[src/rtl/core/spcc_mul.sv]
module spcc_mul #(
    parameter int unsigned W = 148
) (
    input  logic         clk,
    input  logic         rst_n,
    input  logic         start,
    input  logic [W-1:0] a,
    input  logic [W-1:0] b,
    output logic         done,
    output logic [W-1:0] p
);

    logic         busy_reg;
    logic [W-1:0] a_reg;
    logic [W-1:0] b_reg;
    logic [W-1:0] acc_reg;

    assign done = busy_reg && (b_reg == '0);
    assign p    = acc_reg;

    always_ff @(posedge clk or negedge rst_n)
    begin
        if (!rst_n)
        begin
            busy_reg <= 1'b0;
            a_reg    <= '0;
            b_reg    <= '0;
            acc_reg  <= '0;
        end
        else if (start)
        begin
            busy_reg <= 1'b1;
            a_reg    <= a;
            b_reg    <= b;
            acc_reg  <= '0;
        end
        else if (busy_reg)
        begin
            if (b_reg == '0)
            begin
                busy_reg <= 1'b0;
            end
            else
            begin
                if (b_reg[0])
                begin
                    acc_reg <= acc_reg + a_reg;
                end
                a_reg <= a_reg << 1;
                b_reg <= b_reg >> 1;
            end
        end
    end

endmodule

[config.mk]
export PLATFORM = sky130hd
export DESIGN_NAME = spcc_mul
export DESIGN_NICKNAME = d
export VERILOG_FILES = /design/src/rtl/core/spcc_mul.sv
export SDC_FILE = /design/constraint.sdc
export NUM_CORES = 1
export LEC_CHECK = 0
export CORE_MARGIN = 3
export CORE_UTILIZATION = 42
export DETAILED_ROUTE_END_ITERATION = 12
export DONT_BUFFER_PORTS = 1
export GPL_TIMING_DRIVEN = 1
export PLACE_DENSITY = 0.63
export SLEW_MARGIN = 20
export SYNTH_ARGS = -nofsm -noshare
export SYNTH_HDL_FRONTEND = slang
export SYNTH_SLANG_ARGS = --single-unit
[constraint.sdc]
create_clock -name clk -period 3.52 [get_ports clk]
set_input_delay 0.704 -clock clk [delete_from_list [all_inputs] [get_ports clk]]
set_output_delay 0.704 -clock clk [all_outputs]
set_load 0.005 [all_outputs]
## After elaboration in Yosys (flattened, before gate mapping)

Index checks and enable logic that the tools add are counted.

- Bits in registers: 445
- Output and inout bits: 149
- Word-level logic and storage cells: 25

- Add/sub/neg operators: 1
- Equal/unequal tests: 1
- Mux-type cells: 13
- Reduce and logical (&&, ||, !) cells: 6

Operators by type and width:

| operator | number |
|---|---|
| $mux 148 | 10 |
| $add 148x148->148 | 1 |
| $logic_not 148->1 | 1 |
| $reduce_bool 2->1 | 2 |
| $mux 1 | 3 |
| $reduce_and 3->1 | 1 |
| $ne 2x2->1 const B | 1 |
| $reduce_and 2->1 | 1 |
| $logic_and 1x1->1 | 1 |

## Longest topological paths before layout

- Word-level depth: 5
- Depth in mapped cells: 14
- Mapped depth without buffers: 14

## Worst setup path after synthesis

Ideal clock, no wire load.

- Path kind: register -> register
- From: reg acc_reg[0], in the netlist p[0]
- To: reg acc_reg[138], in the netlist p[138]
- Library setup time: 126 ps
- Data arrival time: 3301 ps
- Setup slack: 92 ps
- Stages on the path, launching flop included: 15
- Buffers on the path: 0
- Path through: dfrtp_1 > ha_1 > fa_1 > a211oi_1 > o211ai_2 > a41oi_2 > o221ai_2 > and4_1 > o21ai_1 > nor3b_2 > o31a_1 > o21ai_2 > a21oi_1 > nor4_1 > a311o_1

- Word-level cells in the longest chain between the ends: 5

Ends and longest elaborated chain:

| item | RTL line | source |
|---|---|---|
| from (decl) | 16 | `logic [W-1:0] acc_reg;` |
| from (signal assigned) | 47 | `acc_reg <= acc_reg + a_reg;` |
| $add 148x148->148 | 47 |  |
| $mux 148 | 45 | `if (b_reg[0])` |
| $mux 148 | 39 | `if (b_reg == '0)` |
| $mux 148 | 37 | `else if (busy_reg)` |
| $mux 148 | 30 | `else if (start)` |

Every way passes these cells. The select of a mux whose other input is x is not followed.
A chain may end at the register's enable or synchronous reset.

## Worst setup path in the final report

- From: reg acc_reg[0], in the netlist p[0]
- To: reg acc_reg[72], in the netlist p[72]

Same word-level chain as after synthesis.

==> flow_metrics.env <==
export IMPL_placement_rows=96
export IMPL_hpwlAfterDp_mm=75.1
export IMPL_antenna_found_initial=12
export IMPL_wire_per_inst_um=21.2
export IMPL_area_delta_synth_final_pct=22.3
export IMPL_cpPeakStageDelay_ns=0.41
export IMPL_total_routing_resource_utilization_after_global_routing=0.262
export IMPL_postSynthRegisterBits=445
export IMPL_vertical_die_dimension_um=272
export IMPL_ys_async_sr_fraction=1.00
export IMPL_start_util=0.429
export IMPL_worst_clock_skew_ns=0.0240
export IMPL_placeableCoreArea_um2=69400
export IMPL_worstSetupPathType="register to register"
export IMPL_worstSetupStartpointType="register"
export IMPL_synth_compound_gate_area_share=0.217
export IMPL_grt_start_max_net_pins=739
export IMPL_cts_tree="done"
export IMPL_drt_pass1_iter_count=5
export IMPL_chipWidth_um=272
export IMPL_grt_first_pass_wirelength_mm=154
export IMPL_period_minus_slack_ns=3.62
export IMPL_io_pins=448
export IMPL_clockBufferDepth=3
export IMPL_final_layout_size_suffix_gt1_frac=0.193
export IMPL_post_route_drc_count=0
export IMPL_post_route_total_power_mw=17.8
export IMPL_cellPowerDensity_nw_per_um2=490
export IMPL_fin_nets=4272
export IMPL_layout_core_utilization=0.524
export IMPL_synthXorXnorAreaFrac=0.0338
export IMPL_worstPathCellList="ha_2 -> fa_2 -> a211oi_2 -> o211ai_2 -> a31oi_2 -> o31a_1 -> buf_4 -> o41ai_4 -> a31oi_2 -> o21a_1 -> o21ai_2 -> a41oi_2 -> buf_4 -> xnor2_2 -> nand2_1 -> a21oi_1"
export IMPL_syn_area_per_cell_um2=8.42
export IMPL_synth_nets=3980
export IMPL_critical_path_reg2reg_endpoint="p[72]"
export IMPL_ctsHtreeMaxLevel=2
export IMPL_area_share_of_the_largest_cell_type_after_synthesis=0.374
export IMPL_worstPathRequired_ns=4.04
export IMPL_share_of_synthesized_cell_area_in_and_or_nand_and_nor_gates=0.173
export IMPL_cts_sinks=445
export IMPL_fin_cells=4801
export IMPL_r2r_slack_ns=-0.1
export IMPL_synth_edff_count=0
export IMPL_vias=27769
export IMPL_timing_critical_path_arrival_ns=4.14
export IMPL_synth_area_mux_share=0.101
export IMPL_final_cell_area_um2=36400
export IMPL_global_route_overflow_total=0
export IMPL_yosysUniqueCellTypes=87
export IMPL_unrepaired_setup_endpoints_after_global_routing="yes"
export IMPL_maxClockFrequency_mhz=276
export IMPL_cts_made_buffers=52
export IMPL_worst_relative_slew_slack=-1.08
export IMPL_run_status="finished with violations"
export IMPL_seq_area_frac_synth=0.374
export IMPL_placement_io_buffers=0
export IMPL_dieArea_um2=74100
export IMPL_routed_wirelength_mm=102
export IMPL_min_period_over_period=1.03
export IMPL_synth_fa_ha_area_frac=0.0625
export IMPL_synth_yosys_warnings=0
export IMPL_slowest_stage="sky130_fd_sc_hd__o41ai_4"
export IMPL_dpl_cell_area_um2=33500
export IMPL_dp_slack_ns=-0.267
export IMPL_grt_pass1_vias=26678
export IMPL_cts_root_buffer_cell="sky130_fd_sc_hd__clkbuf_16"
export IMPL_critical_path_max_fanout=3
export IMPL_vias_per_cell=5.78
export IMPL_syn_inst=3533
export IMPL_setup_viol_count_final=6
export IMPL_tightest_slew_ns=3.12
export IMPL_drt_iter0_drc=2367
export IMPL_cell_type_with_the_largest_total_area_after_synthesis="sky130_fd_sc_hd__dfrtp_1"
export IMPL_clk_pin_slew_worst_paths_ns=0.06
export IMPL_totalNegativeSetupSlack_ns=-0.226
export IMPL_ys_flop_type="sky130_fd_sc_hd__dfrtp_1"
export IMPL_hold_viol_final=68
export IMPL_post_synth_main_area_contributors="sky130_fd_sc_hd__dfrtp_1, sky130_fd_sc_hd__mux2i_1, sky130_fd_sc_hd__nand2_1, sky130_fd_sc_hd__o21ai_0, sky130_fd_sc_hd__ha_1"
export IMPL_ant_nets=0
export IMPL_reg2regPathDepth=16
export IMPL_insertion_delay_to_the_later_sink_of_the_worst_skew_pair_ns=0.63
export IMPL_r2r_start="p[0]"
export IMPL_irDropWorstVdd_mv=0.470
export IMPL_post_synth_instance_area_um2=29800
export IMPL_synth_top_family_by_area="compound AO/OA/AOI/OAI gates"
export IMPL_timing_hold_worst_class="input pin to asynchronous set/reset pin"
export IMPL_static_leakage_power_nw=18.2
export IMPL_timing_final_max_slew_violations=339
export IMPL_dp_cells=4675
export IMPL_cp_end_kind="register"
export IMPL_routabilityCongestion=0.975
export IMPL_final_setup_worst_slack_ns=-0.0977
export IMPL_timing_hold_ws_ns=-0.209
export IMPL_max_cap_viol_count=0
export IMPL_failing_checks="negative hold slack, max-slew violations, negative setup slack"
[area by class of cell]
class | count | area, um2
inverters | 45 | 169
diodes | 7 | 17.5
clock inverters | 19 | 262
multi-input cells | 2798 | 18400
repair buffers | 483 | 3730
clock buffers | 73 | 1520
well taps | 931 | 1160
fillers | 6517 | 33000
flip-flops and latches | 445 | 11100
[where the power goes]
part	total [mW]	internal (mW)	switching (mW)
registers	6.27	5.68	0.598
clock network	5.69	3.32	2.37
logic	5.88	2.65	3.23
[critical path: cells and delay by family, from the launching register on]
family | cells | cell delay [ns]
adder cells (fa/ha/maj) | 2 | 0.43
XOR/XNOR | 1 | 0.13
flip-flops | 1 | 0.35
buffers and inverters | 2 | 0.34
AND/OR/NAND/NOR | 1 | 0.07
AO/OA/AOI/OAI | 10 | 2.20
[layer usage]
layer	wire length [um]	global-route usage	vias up	share of wire
met5	13	0	-	0.00013
met4	3870	0.0994	2	0.038
met3	7530	0.0582	180	0.074
met2	45600	0.405	852	0.45
met1	44800	0.360	13404	0.44
li1	-	-	13331	-
[synth_stat cells (all sizes together) (8+ instances only)]
master,count
nand2,664
dfrtp,445
o21ai,431
a21oi,348
mux2i,300
clkbuf,173
ha,147
nor2,138
nand4,99
a21o,83
xnor2,74
buf,72
nor4,57
nand3,46
o21bai,46
inv,45
xor2,41
nor3,39
o21a,33
a31oi,27
and3,24
a211oi,19
and4,15
o211ai,15
or3,13
nor2b,12
o31ai,12
or2,8
[worst max path at each step]
stage	from	to	slack [ns]	cells past startpoint
finish	p[0]	p[72]	-0.1	16
global route	p[0]	p[72]	-0.17	16
CTS	p[29]	p[123]	-0.03	16
detailed placement	a_reg[22]	p[123]	-0.27	14
global placement	p[22]	p[123]	-0.22	14
floorplan	p[0]	p[138]	0.09	14
[cells in the final DEF, fill, tap and decap left out, drive strengths merged, types with 24 or more instances in the layout]
master	Yosys	final
nor2	138	138
xnor2	74	74
o21bai	46	46
nand3	46	46
o21ai	431	431
o21a	33	33
nand4	99	99
mux2i	300	300
ha	147	147
and3	24	24
a21oi	348	348
clkbuf	173	73
xor2	41	41
a21o	83	83
nor3	39	39
nor4	57	57
dfrtp	445	445
a31oi	27	27
buf	72	483
nand2	664	664
inv	45	48
[logic make-up after synthesis]
kind of cell | after synthesis
DFF | 445
xor gates and xnor gates | 115
adders and majority gates | 148
AOI/OAI and AO/OA | 1088
and+or+nand+nor | 1146
muxes | 301
buffers and inverters | 290
[what timing repair did]
| item | CTS | global route |
|---|---|---|
| setup buffers | 18 | 13 |
| pin swaps | 14 | 71 |
| gates resized for setup | 38 | 133 |
| gates cloned | 0 | 0 |
| endpoints found under the hold margin | 445 | 445 |
| endpoints found under the setup margin | 50 | 67 |
Power figures use the tool's default switching activity.
